<file path="src/hdl/jlr_pkg.sv">
// ----------------------------------------------------------------------------
// jlr_pkg
// Shared types and constants for the one-wire line receiver.
// ----------------------------------------------------------------------------
package jlr_pkg;

    localparam int MAX_FRAME_BYTES_DEF = 64;

    localparam logic [7:0]  SAMPLE_DELAY_RST  = 8'd32;
    localparam logic [6:0]  FRAME_BYTES_RST   = 7'd4;
    localparam logic [19:0] TIMEOUT_TICKS_RST = 20'd480000;

    localparam int ADDR_W = 4;

    // register indexes (byte address bits [3:2])
    localparam logic [1:0] REG_SAMPLE_DELAY  = 2'd0;
    localparam logic [1:0] REG_FRAME_BYTES   = 2'd1;
    localparam logic [1:0] REG_TIMEOUT_TICKS = 2'd2;

    typedef enum logic [5:0] {
        P_IDLE      = 6'b000001,
        P_WAIT_LOW  = 6'b000010,
        P_DELAY     = 6'b000100,
        P_WAIT_HIGH = 6'b001000,
        P_STOP_LOW  = 6'b010000,
        P_STOP_HIGH = 6'b100000
    } t_phase;

    typedef enum logic [1:0] {
        KIND_DATA  = 2'd0,
        KIND_DONE  = 2'd1,
        KIND_ABORT = 2'd2
    } t_kind;

    typedef struct packed {
        logic [7:0]  sample_delay;
        logic [6:0]  frame_bytes;
        logic [19:0] timeout_ticks;
    } t_cfg;

    typedef struct packed {
        t_phase      phase;
        logic [7:0]  delay_count;
        logic [2:0]  bit_count;
        logic [7:0]  shift_byte;
        logic [19:0] timeout_count;
    } t_state;

    typedef struct packed {
        t_kind      kind;
        logic [7:0] data_byte;
        logic [5:0] byte_index;
        logic       last;
    } t_result;

endpackage

</file>
<file path="src/hdl/jlr_step.sv">
// ----------------------------------------------------------------------------
// jlr_step
// Next-state and result logic for one line sample.
// ----------------------------------------------------------------------------
module jlr_step #(
    parameter int MAX_FRAME_BYTES = jlr_pkg::MAX_FRAME_BYTES_DEF,
    parameter int CW              = $clog2(MAX_FRAME_BYTES + 1)
) (
    input  jlr_pkg::t_cfg    i_cfg,
    input  jlr_pkg::t_state  i_state,
    input  logic [CW-1:0]    i_byte_count,
    input  logic             i_line,
    input  logic             i_arm,
    output jlr_pkg::t_state  o_state,
    output logic [CW-1:0]    o_byte_count,
    output logic             o_res_valid,
    output jlr_pkg::t_result o_res
);

    localparam logic [7:0] MAX8 = 8'(MAX_FRAME_BYTES);

    logic [19:0]   limit;
    logic [19:0]   tc1;
    logic [7:0]    target;
    logic [7:0]    dc1;
    logic [7:0]    fb8;
    logic [7:0]    eff;
    logic [2:0]    bc1;
    logic [CW-1:0] cnt1;
    logic [7:0]    idx8;

    always_comb begin
        limit  = (i_cfg.timeout_ticks == '0) ? 20'd1 : i_cfg.timeout_ticks;
        target = (i_cfg.sample_delay == '0) ? 8'd1 : i_cfg.sample_delay;
        fb8    = {1'b0, i_cfg.frame_bytes};
        if (fb8 == '0) begin
            eff = 8'd1;
        end else if (fb8 > MAX8) begin
            eff = MAX8;
        end else begin
            eff = fb8;
        end
        tc1  = i_state.timeout_count + 20'd1;
        dc1  = i_state.delay_count + 8'd1;
        bc1  = i_state.bit_count + 3'd1;
        cnt1 = i_byte_count + CW'(1);
        idx8 = 8'(i_byte_count);

        o_state      = i_state;
        o_byte_count = i_byte_count;
        o_res_valid  = 1'b0;
        o_res        = '0;

        if (i_arm) begin
            o_state.phase         = jlr_pkg::P_WAIT_LOW;
            o_state.delay_count   = '0;
            o_state.bit_count     = '0;
            o_state.shift_byte    = '0;
            o_state.timeout_count = '0;
            o_byte_count          = '0;
        end else if (i_state.phase != jlr_pkg::P_IDLE) begin
            o_state.timeout_count = tc1;
            if (tc1 >= limit || tc1 == '0) begin
                o_state.phase = jlr_pkg::P_IDLE;
                o_res_valid   = 1'b1;
                o_res.kind    = jlr_pkg::KIND_ABORT;
            end else begin
                case (i_state.phase)
                    jlr_pkg::P_WAIT_LOW: begin
                        if (!i_line) begin
                            o_state.delay_count = '0;
                            o_state.phase       = jlr_pkg::P_DELAY;
                        end
                    end
                    jlr_pkg::P_DELAY: begin
                        o_state.delay_count = dc1;
                        if (dc1 >= target || dc1 == '0) begin
                            o_state.shift_byte = {i_state.shift_byte[6:0], i_line};
                            o_state.bit_count  = bc1;
                            o_state.phase      = jlr_pkg::P_WAIT_HIGH;
                            if (bc1 == '0) begin
                                o_byte_count     = cnt1;
                                o_res_valid      = 1'b1;
                                o_res.kind       = jlr_pkg::KIND_DATA;
                                o_res.data_byte  = {i_state.shift_byte[6:0], i_line};
                                o_res.byte_index = idx8[5:0];
                                o_res.last       = (8'(cnt1) >= eff);
                            end
                        end
                    end
                    jlr_pkg::P_WAIT_HIGH: begin
                        if (i_line) begin
                            if (i_state.bit_count == '0 && 8'(i_byte_count) >= eff) begin
                                o_state.phase = jlr_pkg::P_STOP_LOW;
                            end else begin
                                o_state.phase = jlr_pkg::P_WAIT_LOW;
                            end
                        end
                    end
                    jlr_pkg::P_STOP_LOW: begin
                        if (!i_line) begin
                            o_state.phase = jlr_pkg::P_STOP_HIGH;
                        end
                    end
                    jlr_pkg::P_STOP_HIGH: begin
                        if (i_line) begin
                            o_state.phase = jlr_pkg::P_IDLE;
                            o_res_valid   = 1'b1;
                            o_res.kind    = jlr_pkg::KIND_DONE;
                        end
                    end
                    default: begin
                        o_state.phase = jlr_pkg::P_IDLE;
                    end
                endcase
            end
        end
    end

endmodule

</file>
<file path="src/hdl/joybus_line_receiver.sv">
// ----------------------------------------------------------------------------
// joybus_line_receiver
// Pulse-width coded one-wire frame receiver, one line sample per item.
// ----------------------------------------------------------------------------
// Input stream: one item per line sample, tdata = {arm, line_level}. An arm
// item starts a frame; afterwards each low pulse is timed from its falling
// edge and sampled sample_delay samples later, MSB first.
// Output stream: one item per received byte (tuser kind data, byte and index
// in tdata, tlast on the final byte), one on frame completion after the stop
// bit, and one on watchdog abort after timeout_ticks samples.
// Pipeline: an accepted input item passes through the input register, then
// its result is registered in the result register before it is offered.
// Throughput: one input item per cycle while the result side does not stall;
// the per-sample state update is a single pass of logic between the input
// register and the result register. Reset: synchronous, active low; the
// receiver goes idle, both stages empty, registers return to 32 / 4 / 480000.
// Stall: while a result waits on i_m_tready the pipe holds and o_s_tready
// drops once the input register is full; items without result still move
// through when the result register is empty. The user must write registers
// over the APB port only while no item is in flight; the block does not enforce it.
// ----------------------------------------------------------------------------
module joybus_line_receiver #(
    parameter int MAX_FRAME_BYTES = jlr_pkg::MAX_FRAME_BYTES_DEF
) (
    input  logic                        i_clk,
    input  logic                        i_rst_n,
    input  logic                        i_s_tvalid,
    output logic                        o_s_tready,
    input  logic [7:0]                  i_s_tdata,   // [0] line_level, [1] arm
    output logic                        o_m_tvalid,
    input  logic                        i_m_tready,
    output logic [15:0]                 o_m_tdata,   // [7:0] data_byte, [13:8] byte_index
    output logic [1:0]                  o_m_tuser,   // [1:0] kind
    output logic                        o_m_tlast,
    input  logic                        psel,
    input  logic                        penable,
    input  logic                        pwrite,
    input  logic [jlr_pkg::ADDR_W-1:0]  paddr,
    input  logic [31:0]                 pwdata,
    output logic [31:0]                 prdata,
    output logic                        pready
);

    localparam int CW = $clog2(MAX_FRAME_BYTES + 1);

    jlr_pkg::t_cfg    r_cfg;
    jlr_pkg::t_state  r_state;
    jlr_pkg::t_state  n_state;
    logic [CW-1:0]    r_byte_count;
    logic [CW-1:0]    n_byte_count;
    logic             r_in_valid;
    logic             r_in_line;
    logic             r_in_arm;
    logic             r_out_valid;
    jlr_pkg::t_result r_out;
    jlr_pkg::t_result step_res;
    logic             step_valid;
    logic             adv;
    logic             cfg_wr;
    logic [1:0]       reg_idx;

    assign pready  = 1'b1;
    assign cfg_wr  = psel && penable && pwrite && pready;
    assign reg_idx = paddr[3:2];

    always_comb begin
        case (reg_idx)
            jlr_pkg::REG_SAMPLE_DELAY:  prdata = 32'(r_cfg.sample_delay);
            jlr_pkg::REG_FRAME_BYTES:   prdata = 32'(r_cfg.frame_bytes);
            jlr_pkg::REG_TIMEOUT_TICKS: prdata = 32'(r_cfg.timeout_ticks);
            default:                    prdata = '0;
        endcase
    end

    always_ff @(posedge i_clk) begin
        if (!i_rst_n) begin
            r_cfg.sample_delay  <= jlr_pkg::SAMPLE_DELAY_RST;
            r_cfg.frame_bytes   <= jlr_pkg::FRAME_BYTES_RST;
            r_cfg.timeout_ticks <= jlr_pkg::TIMEOUT_TICKS_RST;
        end else if (cfg_wr) begin
            case (reg_idx)
                jlr_pkg::REG_SAMPLE_DELAY:  r_cfg.sample_delay  <= pwdata[7:0];
                jlr_pkg::REG_FRAME_BYTES:   r_cfg.frame_bytes   <= pwdata[6:0];
                jlr_pkg::REG_TIMEOUT_TICKS: r_cfg.timeout_ticks <= pwdata[19:0];
                default: ;
            endcase
        end
    end

    assign adv        = r_in_valid && (!r_out_valid || i_m_tready);
    assign o_s_tready = !r_in_valid || adv;

    jlr_step #(
        .MAX_FRAME_BYTES (MAX_FRAME_BYTES),
        .CW              (CW)
    ) u_step (
        .i_cfg        (r_cfg),
        .i_state      (r_state),
        .i_byte_count (r_byte_count),
        .i_line       (r_in_line),
        .i_arm        (r_in_arm),
        .o_state      (n_state),
        .o_byte_count (n_byte_count),
        .o_res_valid  (step_valid),
        .o_res        (step_res)
    );

    always_ff @(posedge i_clk) begin
        if (!i_rst_n) begin
            r_in_valid   <= 1'b0;
            r_out_valid  <= 1'b0;
            r_state      <= '{phase: jlr_pkg::P_IDLE, default: '0};
            r_byte_count <= '0;
        end else begin
            if (i_s_tvalid && o_s_tready) begin
                r_in_valid <= 1'b1;
            end else if (adv) begin
                r_in_valid <= 1'b0;
            end
            if (adv) begin
                r_state      <= n_state;
                r_byte_count <= n_byte_count;
            end
            if (adv && step_valid) begin
                r_out_valid <= 1'b1;
            end else if (i_m_tready) begin
                r_out_valid <= 1'b0;
            end
        end
    end

    always_ff @(posedge i_clk) begin
        if (i_s_tvalid && o_s_tready) begin
            r_in_line <= i_s_tdata[0];
            r_in_arm  <= i_s_tdata[1];
        end
        if (adv && step_valid) begin
            r_out <= step_res;
        end
    end

    assign o_m_tvalid = r_out_valid;
    assign o_m_tdata  = {2'b00, r_out.byte_index, r_out.data_byte};
    assign o_m_tuser  = r_out.kind;
    assign o_m_tlast  = r_out.last;

endmodule

</file>
<file path="config.mk">
export PLATFORM = sky130hd
export DESIGN_NAME = joybus_line_receiver
export DESIGN_NICKNAME = d
export VERILOG_FILES = /design/src/hdl/jlr_pkg.sv /design/src/hdl/jlr_step.sv /design/src/hdl/joybus_line_receiver.sv
export SDC_FILE = /design/constraint.sdc
export NUM_CORES = 1
export LEC_CHECK = 0
export ABC_AREA = 1
export BUFFER_PORTS_ARGS = -buffer_cell sky130_fd_sc_hd__buf_2
export CAP_MARGIN = 20
export CORE_ASPECT_RATIO = 0.9
export CORE_MARGIN = 1
export CORE_UTILIZATION = 62
export DETAILED_ROUTE_END_ITERATION = 7
export PLACE_DENSITY = 0.82
export SYNTH_ARGS = -nofsm -noshare
export SYNTH_HDL_FRONTEND = slang
export SYNTH_SLANG_ARGS = --single-unit
</file>
<file path="constraint.sdc">
create_clock -name i_clk -period 9.55 [get_ports i_clk]
set_input_delay 1.91 -clock i_clk [delete_from_list [all_inputs] [get_ports i_clk]]
set_output_delay 1.91 -clock i_clk [all_outputs]
set_load 0.02 [all_outputs]
</file>
==> results.txt, run 1 <==
Internal Pwr Total -> 0.000726 W
core outline area -> 0.0103 mm^2
antenna cell count -> 0
number of non-filler instances in the completed layout -> 1140
crit share post-route -> 51.9%
outcome -> finished with violations
Finish-stage setup viols -> 0
power share of the combinational group -> 14.4%
leakage power of the design -> 3.41 nW
initial core utilization -> 64.3%
timing-limited maximum frequency -> 0.202 GHz
net switching fraction of the power -> 28.4%
global-route wire length before repair -> 25.1 mm
via count of the first global-routing pass -> 5414
Switching Power -> 0.000288 W
remaining antenna violation count -> 0
flop2flop setup slack -> 5.47 ns
count of cells along the worst register-to-register path -> 19
area growth from synthesis to final layout -> 9.44%
terminus of the critical flop-to-flop path -> r_state[28]$_SDFFE_PN0P_
Distinct cells, synth -> 45
htree depth -> 3
required time of the critical path -> 7.64 ns
Clock Power Share -> 37.4%
Final Max Tran Viols -> 0
synthesized-area fraction occupied by adder cells -> 9.41%
worst clock skew -> 0.00665 ns
netlist area before placement -> 0.00665 mm^2
pin count of the biggest net entering global routing -> 66
setup repair after global routing missed its margin -> false
part of the Yosys area used for sequential elements -> 35.1%
die width -> 111 um
average wire per cell in the routed design -> 13.3 um
final critical path time including I/O delays and setup -> 4.96 ns
launch point of the worst reg-to-reg path -> r_state[0]$_SDFFE_PN0P_
number of buffers added for setup after CTS -> 0
top flip-flop cell by instance count after synthesis -> sky130_fd_sc_hd__dfxtp_1
worst setup margin -> 4.59 ns
average size of a mapped cell -> 6.97 um^2
Data arrival, critical path -> 3.05 ns
hold wc startpoint -> r_state[18]$_SDFFE_PN0P_
initial antenna violation count -> 0
number of buffers inserted during clock tree synthesis -> 9
remaining max-slew budget at the tightest pin -> 39.9%
Crit Path Class -> in2out
TritonCTS clock tree -> yes
number of instances in the placed design -> 1124
worst slack at placement -> 4.61 ns
Flop pwr share -> 48.2%
critical path launch point type -> input port
Routed met2 length -> 6.80 mm
floorplan die area -> 0.0111 mm^2
number of cell rows -> 35
Worst-Margin Slew -> 0.899 ns
overall overflow remaining after global route -> 0
crit end category -> primary output
vertical die dimension -> 100 um
final routed DRC violation total -> 8
final hold violation count -> 0
detailed route wirelength on metal3 -> 998 um
post-synthesis register bit count -> 107
total number of clock tree sinks -> 107
number of cells produced by synthesis -> 954
routed wire length -> 15.2 mm
sum of routed wire segments on met1 -> 7.25 mm
initial detailed-routing violation count -> 371
main combinational cell family by area after synthesis -> simple AND/OR/NAND/NOR gates
number of buffers added to fix hold violations after cts -> 0
number of search-and-repair iterations in the first detailed-routing pass -> 7
Core Util, Final -> 70.4%
Placer Congestion -> 0.885
clock latency on the worst-skew pair -> 0.35 ns
net total in the final layout -> 1107
number of top-level pins -> 105
share of synthesized cell area in and, or, nand and nor gates -> 28.8%
max-cap violation count -> 0
clock slew at the register clock pins of the worst setup and hold paths -> 0.07 ns
fill count -> 906
number of instances resized during post-cts repair -> 0
total of buffers placed on input and output ports -> 69
compound-cell area share of the yosys netlist -> 12.8%
final total power -> 0.00101 W
worst-case clock buffer depth -> 2
hold worst-path end -> r_state[18]$_SDFFE_PN0P_
classification of the worst-slack hold path -> reg2reg
power density of the placed cells -> 139 mW/mm^2
Root Buffer Master -> sky130_fd_sc_hd__clkbuf_16
VDD IR max -> 166 uV
multiplexer share of the synthesized area -> 0%
Detail Placement HPWL -> 11.1 mm
aggregate negative setup slack -> 0 ns
count of cells along the worst hold path -> 2
via total after detailed routing -> 6134
crit path max fanout -> 15
Vias/cell -> 5.38
parity-gate share of the synthesized area counting xor and xnor cells -> 1.98%
global-route usage over all layers -> 27.9%
share of flip-flops with an asynchronous set or reset -> 0%
Post-synth EDFFs -> 19
highest metal layer with signal wires -> met4
fraction of final layout cells with drive strength greater than 1 -> 11.0%
yosys warns -> 0
violations in the final reports -> design-rule violations
==> layer usage <==
metal / vias up / global-route usage [%]
li1: 3164 / -
met1: 2762 / 38.7
met2: 194 / 44.7
met3: 14 / 5.62
met4: 0 / 7.07
met5: - / 0
==> power groups by stage <==
stage / registers (W) / logic, W / clock network, W
after floorplan: 0.000494 / 0.000116 / 0
final: 0.000489 / 0.000146 / 0.000379
after detailed placement: 0.000498 / 0.000143 / 0
after global placement: 0.000498 / 0.000140 / 0
after global routing: 0.000491 / 0.000166 / 0.000397
after CTS: 0.000488 / 0.000145 / 0.000382
==> state kept, by name, indices dropped and copies added (netlist names) <==
name	flops
o_m_tdata	14
o_m_tlast	1
o_m_tuser	2
o_m_tvalid	1
r_byte_count	7
r_cfg	35
r_in_arm	1
r_in_line	1
r_in_valid	1
r_state	44
==> stage by stage <==
stage / instance area [um^2] / hold WS [ns]
finish: 7280 / 0.465
CTS: 7280 / 0.465
detailed placement: 6980 / 0.453
global placement: 6980 / 0.452
floorplan: 6700 / 0.441
global route: 7280 / 0.504
==> cell families (layout without fill, tap and decap cells) <==
logic type / after synthesis / in the layout
adder cells (fa/ha/maj): 50 / 50
buffers and inverters: 189 / 233
other: 2 / 15
AND/OR/NAND/NOR: 441 / 441
flip-flops: 107 / 107
XOR/XNOR: 15 / 15
AO/OA/AOI/OAI: 150 / 150
==> critical path, cell delays in order <==
cell,delay [ns]
sky130_fd_sc_hd__buf_2,0.09
sky130_fd_sc_hd__inv_1,0.05
sky130_fd_sc_hd__nor2_1,0.28
sky130_fd_sc_hd__inv_1,0.30
sky130_fd_sc_hd__o221ai_1,0.22
sky130_fd_sc_hd__buf_2,0.20
==> synthesized netlist by cell type, types with 4 or more instances <==
cell	instances	area, um^2
sky130_fd_sc_hd__o211ai_1	10	75.1
sky130_fd_sc_hd__nor2_1	120	450
sky130_fd_sc_hd__o21bai_1	4	30.0
sky130_fd_sc_hd__edfxtp_1	19	571
sky130_fd_sc_hd__nand3_1	36	180
sky130_fd_sc_hd__xor2_1	13	114
sky130_fd_sc_hd__buf_4	15	113
sky130_fd_sc_hd__ha_1	50	626
sky130_fd_sc_hd__clkbuf_1	18	67.6
sky130_fd_sc_hd__a21oi_1	68	340
sky130_fd_sc_hd__nor2_2	4	25.0
sky130_fd_sc_hd__o21ai_0	48	240
sky130_fd_sc_hd__o221ai_1	7	61.3
sky130_fd_sc_hd__dfxtp_1	88	1760
sky130_fd_sc_hd__nand4_1	29	181
sky130_fd_sc_hd__nand2_2	6	37.5
sky130_fd_sc_hd__nand2_1	217	815
sky130_fd_sc_hd__buf_2	7	35.0
sky130_fd_sc_hd__inv_1	140	526
sky130_fd_sc_hd__nor4_1	4	25.0
sky130_fd_sc_hd__nor3_1	10	50.1
==> cell type report <==
cell class	instances	area [um^2]	share of cell area (%)
clock buffer	9	225	3.09
clock inverter	7	73.8	1.01
inverter	146	548	7.53
multi-input combinational	671	3580	49.1
sequential	107	2330	32.0
tap	129	161	2.22
timing repair buffer	71	360	4.95
==> placed cells by master (no fill, tap or decap), types with 2 or more instances in the layout <==
cell type and instances:
sky130_fd_sc_hd__a21oi_1 68, sky130_fd_sc_hd__buf_2 69, sky130_fd_sc_hd__o211ai_1 10, sky130_fd_sc_hd__a21boi_0 3, sky130_fd_sc_hd__clkbuf_16 9, sky130_fd_sc_hd__o21bai_1 4, sky130_fd_sc_hd__xnor2_1 2, sky130_fd_sc_hd__clkinvlp_4 3
sky130_fd_sc_hd__buf_4 2, sky130_fd_sc_hd__o21a_1 3, sky130_fd_sc_hd__nor2_4 3, sky130_fd_sc_hd__conb_1 15, sky130_fd_sc_hd__ha_1 50, sky130_fd_sc_hd__nand4_1 29, sky130_fd_sc_hd__nand2_2 6, sky130_fd_sc_hd__nand2_1 217
sky130_fd_sc_hd__inv_6 2, sky130_fd_sc_hd__o221ai_1 7, sky130_fd_sc_hd__nor2_1 120, sky130_fd_sc_hd__edfxtp_1 19, sky130_fd_sc_hd__inv_1 140, sky130_fd_sc_hd__dfxtp_1 88, sky130_fd_sc_hd__nor2_2 4, sky130_fd_sc_hd__inv_2 3
sky130_fd_sc_hd__nand2_4 2, sky130_fd_sc_hd__nor4_1 4, sky130_fd_sc_hd__clkinv_1 4, sky130_fd_sc_hd__nand3b_1 3, sky130_fd_sc_hd__o21ai_0 48, sky130_fd_sc_hd__o41ai_1 2, sky130_fd_sc_hd__xor2_1 13, sky130_fd_sc_hd__nand3_1 36
sky130_fd_sc_hd__nor3_1 10
==> worst max path at each step <==
stage	slack, ns	from	cells past startpoint	end
after floorplan	4.78	paddr[3]	5	prdata[10]
final	4.59	paddr[3]	6	prdata[1]
after CTS	4.60	paddr[3]	6	prdata[1]
after global routing	4.37	paddr[3]	6	prdata[1]
after detailed placement	4.61	paddr[3]	6	prdata[1]
after global placement	4.60	paddr[3]	6	prdata[1]
No activity file was read; power rests on OpenSTA's default activity.
==> run 2, diff against run 1 <==
--- a/config.mk
+++ b/config.mk
@@ -10,9 +10,9 @@
 export CAP_MARGIN = 20
 export CORE_ASPECT_RATIO = 0.9
 export CORE_MARGIN = 1
-export CORE_UTILIZATION = 62
+export CORE_UTILIZATION = 58
 export DETAILED_ROUTE_END_ITERATION = 7
-export PLACE_DENSITY = 0.82
+export PLACE_DENSITY = 0.77
 export SYNTH_ARGS = -nofsm -noshare
 export SYNTH_HDL_FRONTEND = slang
 export SYNTH_SLANG_ARGS = --single-unit
==> constraint.sdc (replaced) <==
create_clock -name i_clk -period 5.05 [get_ports i_clk]
set_input_delay 1.01 -clock i_clk [delete_from_list [all_inputs] [get_ports i_clk]]
set_output_delay 1.01 -clock i_clk [all_outputs]
set_load 0.02 [all_outputs]
==> run 2 against run 1 <==
  * Highest routed layer unchanged
  * The run now ends clean
  * Critical path depth grew 13
  * Count of clock-buffer cells in the layout grew 1
  * Sequential cell count is the same
  * Utilization shrank 3.9 points
  * Total power grew 88%
  * Clock power grew 85%
  * Via count shrank 1.1%
  * Clock skew shrank 0.00093 ns
  * Worst setup slack lost 3.6 ns
  * Register-to-register slack lost 4.5 ns
==> results.txt, run 2 (same netlist as run 1, synthesis figures left out) <==
initial detailed-routing violation count -> 483 (+30%)
aggregate negative setup slack -> 0 ns (unchanged)
final routed DRC violation total -> 0 (-8)
via total after detailed routing -> 6069 (-1.1%)
Data arrival, critical path -> 4.32 ns (+1.27 ns)
clock latency on the worst-skew pair -> 0.35 ns (about the same)
vertical die dimension -> 104 um (+3.3%)
sum of routed wire segments on met1 -> 7.66 mm (+5.7%)
Placer Congestion -> 0.898 (+1.5%)
htree depth -> 3 (unchanged)
most common cell after layout, fill and taps aside -> sky130_fd_sc_hd__nand2_1
core outline area -> 0.0110 mm^2 (+6.3%)
number of search-and-repair iterations in the first detailed-routing pass -> 5 (-2)
number of buffers added to fix hold violations after cts -> 0 (unchanged)
overall overflow remaining after global route -> 0 (unchanged)
flop2flop setup slack -> 1.02 ns (-4.45 ns)
cell at the slowest stage of the critical path -> sky130_fd_sc_hd__dfxtp_1
area growth from synthesis to final layout -> 9.93%
critical path launch point type -> flip-flop
via count of the first global-routing pass -> 5320 (-1.7%)
remaining antenna violation count -> 0 (unchanged)
floorplan die area -> 0.0119 mm^2 (+6.8%)
detailed route wirelength on metal3 -> 792 um (-21%)
timing-limited maximum frequency -> 0.248 GHz
crit share post-route -> 79.8%
antenna cell count -> 0 (unchanged)
worst-case clock buffer depth -> 2 (unchanged)
die width -> 115 um (+3.3%)
global-route wire length before repair -> 25.8 mm (+2.6%)
number of instances in the placed design -> 1148 (+2.1%)
Final Max Tran Viols -> 0 (unchanged)
leading cell types in the layout, fill and taps excluded -> sky130_fd_sc_hd__nand2_1 (217), sky130_fd_sc_hd__inv_1 (140), sky130_fd_sc_hd__nor2_1 (120)
Root Buffer Master -> sky130_fd_sc_hd__clkbuf_16
highest metal layer with signal wires -> met4
number of instances resized during post-cts repair -> 0 (unchanged)
Crit Path Class -> reg2reg
number of cell rows -> 36 (+2.9%)
initial core utilization -> 60.5% (-3.8 points)
classification of the worst-slack hold path -> reg2reg
launch point of the worst reg-to-reg path -> r_state[0]$_SDFFE_PN0P_
number of top-level pins -> 105 (unchanged)
final total power -> 0.00190 W (+88%)
count of cells along the worst hold path -> 2 (unchanged)
count of cells along the worst register-to-register path -> 19 (unchanged)
Detail Placement HPWL -> 10.9 mm (-1.3%)
delay of the slowest cell on the worst path -> 0.56 ns (+0.26 ns)
hold worst-path end -> r_state[18]$_SDFFE_PN0P_
TritonCTS clock tree -> yes
VDD IR max -> 214 uV (+29%)
hold wc startpoint -> r_state[18]$_SDFFE_PN0P_
worst hold margin -> 0.469 ns (+0.00401 ns)
number of buffers added for setup after CTS -> 0 (unchanged)
max-cap violation count -> 0 (unchanged)
crit path max fanout -> 20 (+5)
most flop-heavy register -> r_state
fill count -> 966 (+6.6%)
Core Util, Final -> 66.5% (-3.9 points)
Worst-Margin Slew -> 0.876 ns (-0.0230 ns)
pin count of the biggest net entering global routing -> 66 (unchanged)
leakage power of the design -> 3.41 nW (+0.17%)
crit end category -> flip-flop
total number of clock tree sinks -> 107 (unchanged)
Routed met2 length -> 6.59 mm (-3.0%)
routed wire length -> 15.2 mm (about the same)
outcome -> completed
total of buffers placed on input and output ports -> 69 (unchanged)
worst clock skew -> 0.00572 ns (-0.000929 ns)
clock slew at the register clock pins of the worst setup and hold paths -> 0.07 ns (about the same)
net total in the final layout -> 1108 (+0.090%)
final critical path time including I/O delays and setup -> 4.03 ns
final hold violation count -> 0 (unchanged)
number of buffers inserted during clock tree synthesis -> 9 (unchanged)
initial antenna violation count -> 0 (unchanged)
remaining max-slew budget at the tightest pin -> 41.6% (+1.7 points)
average wire per cell in the routed design -> 13.0 um (-2.0%)
Finish-stage setup viols -> 0 (unchanged)
global-route usage over all layers -> 27.1% (-0.84 points)
Vias/cell -> 5.21 (-3.1%)
terminus of the critical flop-to-flop path -> r_state[28]$_SDFFE_PN0P_
power density of the placed cells -> 260 mW/mm^2 (+87%)
cell breakdown of the critical path -> inv_1 -> nor2_2 -> nand2_2 -> nor2_1 -> nand2_1 -> xor2_1 -> inv_2 -> ha_1 -> a21oi_1 -> o21ai_0 -> a21oi_1 -> nand2_1 -> a21oi_1 -> nand2_4 -> nand2_2 -> nand3_1 -> nand2_1 -> nand2_1 -> nor2_1
number of flip-flops in the largest register -> 44 (unchanged)
setup repair after global routing missed its margin -> false
number of non-filler instances in the completed layout -> 1164 (+2.1%)
required time of the critical path -> 5.34 ns (-2.30 ns)
CP dominant cell by count -> sky130_fd_sc_hd__nand2_1
fraction of final layout cells with drive strength greater than 1 -> 11.0% (about the same)
run 2: changes by cell type in the layout (fill, tap and decap cells not counted):
cell / previous run / this run
sky130_fd_sc_hd__clkinvlp_4: 3 / 2
sky130_fd_sc_hd__inv_6: 2 / 0
sky130_fd_sc_hd__clkinv_4: 0 / 2
sky130_fd_sc_hd__clkbuf_1: 0 / 1
sky130_fd_sc_hd__buf_4: 2 / 3
run 2: metal layers:
metal	GRT usage (%)	up-vias
met1	41.0	2701
met2	39.6	193
met5	0	-
li1	-	3163
met4	6.68	0
met3	4.62	12
run 2: critical path, delay by kind of cell, from the launching register on:
family          cells  cell delay (ns)
flops               1             0.56
fa+ha+maj           1             0.31
buf+inv             2             0.16
compound gates      4             0.74
xor+xnor            1             0.17
simple gates       11             2.02
run 2: metrics by stage:
stage | setup slack [ns] | instance area (um^2)
final | 1.02 | 7310
after floorplan | 1.99 | 6700
after global routing | 0.619 | 7310
after global placement | 1.17 | 7020
after detailed placement | 1.09 | 7020
after CTS | 1.04 | 7310
run 2: worst max-delay path by stage:
stage | startpoint | end | depth (start not counted)
after global placement | r_state[0]$_SDFFE_PN0P_ | r_state[28]$_SDFFE_PN0P_ | 19
final | r_state[0]$_SDFFE_PN0P_ | r_state[28]$_SDFFE_PN0P_ | 19
after CTS | r_state[0]$_SDFFE_PN0P_ | r_state[28]$_SDFFE_PN0P_ | 19
after detailed placement | r_state[0]$_SDFFE_PN0P_ | r_state[28]$_SDFFE_PN0P_ | 19
after floorplan | r_state[0]$_SDFFE_PN0P_ | o_m_tdata[0]$_SDFFCE_PP0P_ | 17
after global routing | r_state[0]$_SDFFE_PN0P_ | r_state[28]$_SDFFE_PN0P_ | 20
run 2: cell type report:
type / count / area (um^2) / area share [%]
clock buffer: 10 / 229 / 3.13
clock inverter: 6 / 66.3 / 0.907
inverter: 146 / 548 / 7.50
multi-input combinational: 671 / 3580 / 48.9
sequential: 107 / 2330 / 31.9
tap: 152 / 190 / 2.60
timing repair buffer: 72 / 368 / 5.03
run 2: report_power, final:
| part | internal, W | switching [W] | total [W] |
|---|---|---|---|
| clock | 0.000385 | 0.000316 | 0.000701 |
| combinational | 0.0000899 | 0.000186 | 0.000276 |
| sequential | 0.000896 | 0.0000279 | 0.000924 |
| total | 0.00137 | 0.000531 | 0.00190 |
==> run 3, diff against run 2 <==
==> constraint.sdc (replaced) <==
create_clock -name i_clk -period 4.1 [get_ports i_clk]
set_input_delay 0.82 -clock i_clk [delete_from_list [all_inputs] [get_ports i_clk]]
set_output_delay 0.82 -clock i_clk [all_outputs]
set_load 0.02 [all_outputs]
==> run 3 against run 2 <==
  * Sequential share of layout area shrank 0.071 points
  * Cell count grew 0.26%
  * Critical path depth shrank 2
  * Sequential power grew 23%
  * First-iteration DRC count shrank 6.8%
  * Routed wire length shrank 0.87%
  * Clock skew grew 0.0031 ns
  * Worst setup slack lost 0.62 ns
  * Cell area grew 0.22%
  * Worst hold slack is essentially flat
  * Highest routed layer unchanged
==> results.txt, run 3 (same netlist as run 1, synthesis figures left out) <==
remaining max-slew budget at the tightest pin -> 44.9% (+3.4 points)
most common cell after layout, fill and taps aside -> sky130_fd_sc_hd__nand2_1
terminus of the critical flop-to-flop path -> o_m_tlast$_SDFFCE_PP0P_
number of cell rows -> 36 (unchanged)
Core Util, Final -> 66.7% (+0.15 points)
Worst-Margin Slew -> 0.825 ns (-0.0503 ns)
number of top-level pins -> 105 (unchanged)
Root Buffer Master -> sky130_fd_sc_hd__clkbuf_16
antenna cell count -> 0 (unchanged)
Final Max Tran Viols -> 0 (unchanged)
vertical die dimension -> 104 um (unchanged)
worst clock skew -> 0.00887 ns (+0.00315 ns)
fraction of final layout cells with drive strength greater than 1 -> 11.5% (+0.56 points)
Multi-input gate area -> 0.00358 mm^2 (unchanged)
Finish-stage setup viols -> 0 (unchanged)
floorplan die area -> 0.0119 mm^2 (unchanged)
most flop-heavy register -> r_state
setup repair after global routing missed its margin -> false
startpoint of the worst setup timing path -> r_state[0]$_SDFFE_PN0P_
area growth from synthesis to final layout -> 10.2%
overall overflow remaining after global route -> 0 (unchanged)
delay of the slowest cell on the worst path -> 0.49 ns (-0.07 ns)
worst-case clock buffer depth -> 2 (unchanged)
number of non-filler instances in the completed layout -> 1167 (+0.26%)
htree depth -> 3 (unchanged)
classification of the worst-slack hold path -> reg2reg
crit end category -> flip-flop
global-route wire length before repair -> 25.3 mm (-1.8%)
TritonCTS clock tree -> yes
number of instances in the placed design -> 1151 (+0.26%)
net total in the final layout -> 1111 (+0.27%)
Placer Congestion -> 0.866 (-3.6%)
final total power -> 0.00234 W (+23%)
max-cap violation count -> 0 (unchanged)
outcome -> completed
number of buffers inserted during clock tree synthesis -> 9 (unchanged)
family with the most delay on the worst path -> simple AND/OR/NAND/NOR gates
number of buffers added to fix hold violations after cts -> 0 (unchanged)
leading cell types in the layout, fill and taps excluded -> sky130_fd_sc_hd__nand2_1 (217), sky130_fd_sc_hd__inv_1 (139), sky130_fd_sc_hd__nor2_1 (120)
routed wire length -> 15.0 mm (-0.87%)
clock latency on the worst-skew pair -> 0.36 ns (about the same)
flop2flop setup slack -> 0.40 ns (-0.62 ns)
launch point of the worst reg-to-reg path -> r_state[0]$_SDFFE_PN0P_
final critical path time including I/O delays and setup -> 3.70 ns (-0.334 ns)
initial core utilization -> 60.5% (unchanged)
leakage power of the design -> 3.43 nW (+0.61%)
pin count of the biggest net entering global routing -> 65 (-1.5%)
number of search-and-repair iterations in the first detailed-routing pass -> 5 (unchanged)
core outline area -> 0.0110 mm^2 (unchanged)
count of cells along the worst hold path -> 2 (unchanged)
hold worst-path end -> r_state[18]$_SDFFE_PN0P_
Detail Placement HPWL -> 11.0 mm (+0.95%)
count of buffer and inverter cells on the critical path -> 2 (unchanged)
remaining antenna violation count -> 0 (unchanged)
clock slew at the register clock pins of the worst setup and hold paths -> 0.08 ns (about the same)
number of flip-flops in the largest register -> 44 (unchanged)
Vias/cell -> 5.20 (-0.34%)
crit share post-route -> 90.2% (+10 points)
VDD IR max -> 316 uV (+48%)
die width -> 115 um (unchanged)
via count of the first global-routing pass -> 5261 (-1.1%)
CP dominant cell by count -> sky130_fd_sc_hd__a21oi_1
Data arrival, critical path -> 3.88 ns (-0.44 ns)
initial detailed-routing violation count -> 450 (-6.8%)
aggregate negative setup slack -> 0 ns (unchanged)
total of buffers placed on input and output ports -> 69 (unchanged)
crit path max fanout -> 15 (-25%)
cell at the slowest stage of the critical path -> sky130_fd_sc_hd__dfxtp_1
required time of the critical path -> 4.28 ns (-1.06 ns)
hold wc startpoint -> r_state[18]$_SDFFE_PN0P_
final routed DRC violation total -> 0 (unchanged)
Crit Path Class -> reg2reg
average wire per cell in the routed design -> 12.9 um (-1.1%)
final hold violation count -> 0 (unchanged)
area taken by flip-flops and latches -> 0.00233 mm^2 (unchanged)
global-route usage over all layers -> 26.8% (-0.29 points)
count of cells along the worst register-to-register path -> 17 (-2)
cell breakdown of the critical path -> inv_1 -> nor2_2 -> nand2_2 -> nor2_1 -> nand2_1 -> xor2_1 -> inv_2 -> ha_1 -> a21oi_1 -> o21ai_0 -> a21oi_1 -> nand2_1 -> a21oi_1 -> nand2_4 -> nor2_2 -> nand3b_2 -> a21oi_1
total number of clock tree sinks -> 107 (unchanged)
via total after detailed routing -> 6064 (-0.082%)
initial antenna violation count -> 0 (unchanged)
critical path launch point type -> flip-flop
power density of the placed cells -> 319 mW/mm^2 (+23%)
fill count -> 971 (+0.52%)
timing-limited maximum frequency -> 0.270 GHz (+9.0%)
## run 3: cell count changes in the layout (fill, tap and decap cells not counted), sizes merged
| cell | delta |
|---|---|
| buf | +3 |
| inv | +6 |
| clkinv | -3 |
| bufinv | -1 |
| clkinvlp | -2 |
## run 3: area by class of cell
| type | count | share of cell area, % |
|---|---|---|
| Sequential cell | 107 | 31.8 |
| Clock buffer | 10 | 3.26 |
| Tap cell | 152 | 2.60 |
| Inverter | 146 | 7.48 |
| Multi-Input combinational cell | 671 | 48.8 |
| Clock inverter | 6 | 0.683 |
| Timing Repair Buffer | 75 | 5.33 |
## run 3: repair_timing
item | 4_1_cts | 5_1_grt
gates resized for setup | 0 | 1
setup buffers | 0 | 0
setup endpoints to repair | 0 | 17
## run 3: power by group
group          internal (W)  total [W]  leakage (nW)  switching [W]
logic              0.000112   0.000340          2.40       0.000228
registers           0.00110    0.00114         0.884      0.0000335
clock network      0.000441   0.000860         0.145       0.000420
## run 3: per-layer routing
layer | global-route usage, % | routed length (um) | vias to the layer above
li1 | - | - | 3173
met1 | 39.9 | 7570 | 2701
met2 | 39.2 | 6410 | 180
met3 | 5.68 | 941 | 10
met4 | 6.59 | 129 | 0
met5 | 0 | 0 | -
## run 3: worst max path at each step
stage          cells after the start                    endpoint
6_report                          17     o_m_tlast$_SDFFCE_PP0P_
5_1_grt                           18     o_m_tlast$_SDFFCE_PP0P_
4_1_cts                           16  o_m_tdata[8]$_SDFFCE_PP0P_
3_5_place_dp                      16  o_m_tdata[9]$_SDFFCE_PP0P_
3_3_place_gp                      16  o_m_tdata[8]$_SDFFCE_PP0P_
2_1_floorplan                     17  o_m_tdata[0]$_SDFFCE_PP0P_
## run 3: worst reg2reg max path: stages, from the launching register on
cell and delay [ns]:
sky130_fd_sc_hd__dfxtp_1 0.49, sky130_fd_sc_hd__inv_1 0.09, sky130_fd_sc_hd__nor2_2 0.21, sky130_fd_sc_hd__nand2_2 0.11, sky130_fd_sc_hd__nor2_1 0.20, sky130_fd_sc_hd__nand2_1 0.10
sky130_fd_sc_hd__xor2_1 0.17, sky130_fd_sc_hd__inv_2 0.07, sky130_fd_sc_hd__ha_1 0.31, sky130_fd_sc_hd__a21oi_1 0.13, sky130_fd_sc_hd__o21ai_0 0.09, sky130_fd_sc_hd__a21oi_1 0.14
sky130_fd_sc_hd__nand2_1 0.07, sky130_fd_sc_hd__a21oi_1 0.40, sky130_fd_sc_hd__nand2_4 0.14, sky130_fd_sc_hd__nor2_2 0.16, sky130_fd_sc_hd__nand3b_2 0.32, sky130_fd_sc_hd__a21oi_1 0.31
## run 3: through the flow
| step | instance area, um^2 | hold slack [ns] | worst slack, ns |
|---|---|---|---|
| 5_1_grt | 7330 | 0.502 | 0.0934 |
| 3_5_place_dp | 7040 | 0.458 | 0.441 |
| 3_3_place_gp | 7040 | 0.451 | 0.513 |
| 6_report | 7330 | 0.469 | 0.402 |
| 4_1_cts | 7330 | 0.470 | 0.415 |
| 2_1_floorplan | 6700 | 0.441 | 1.04 |
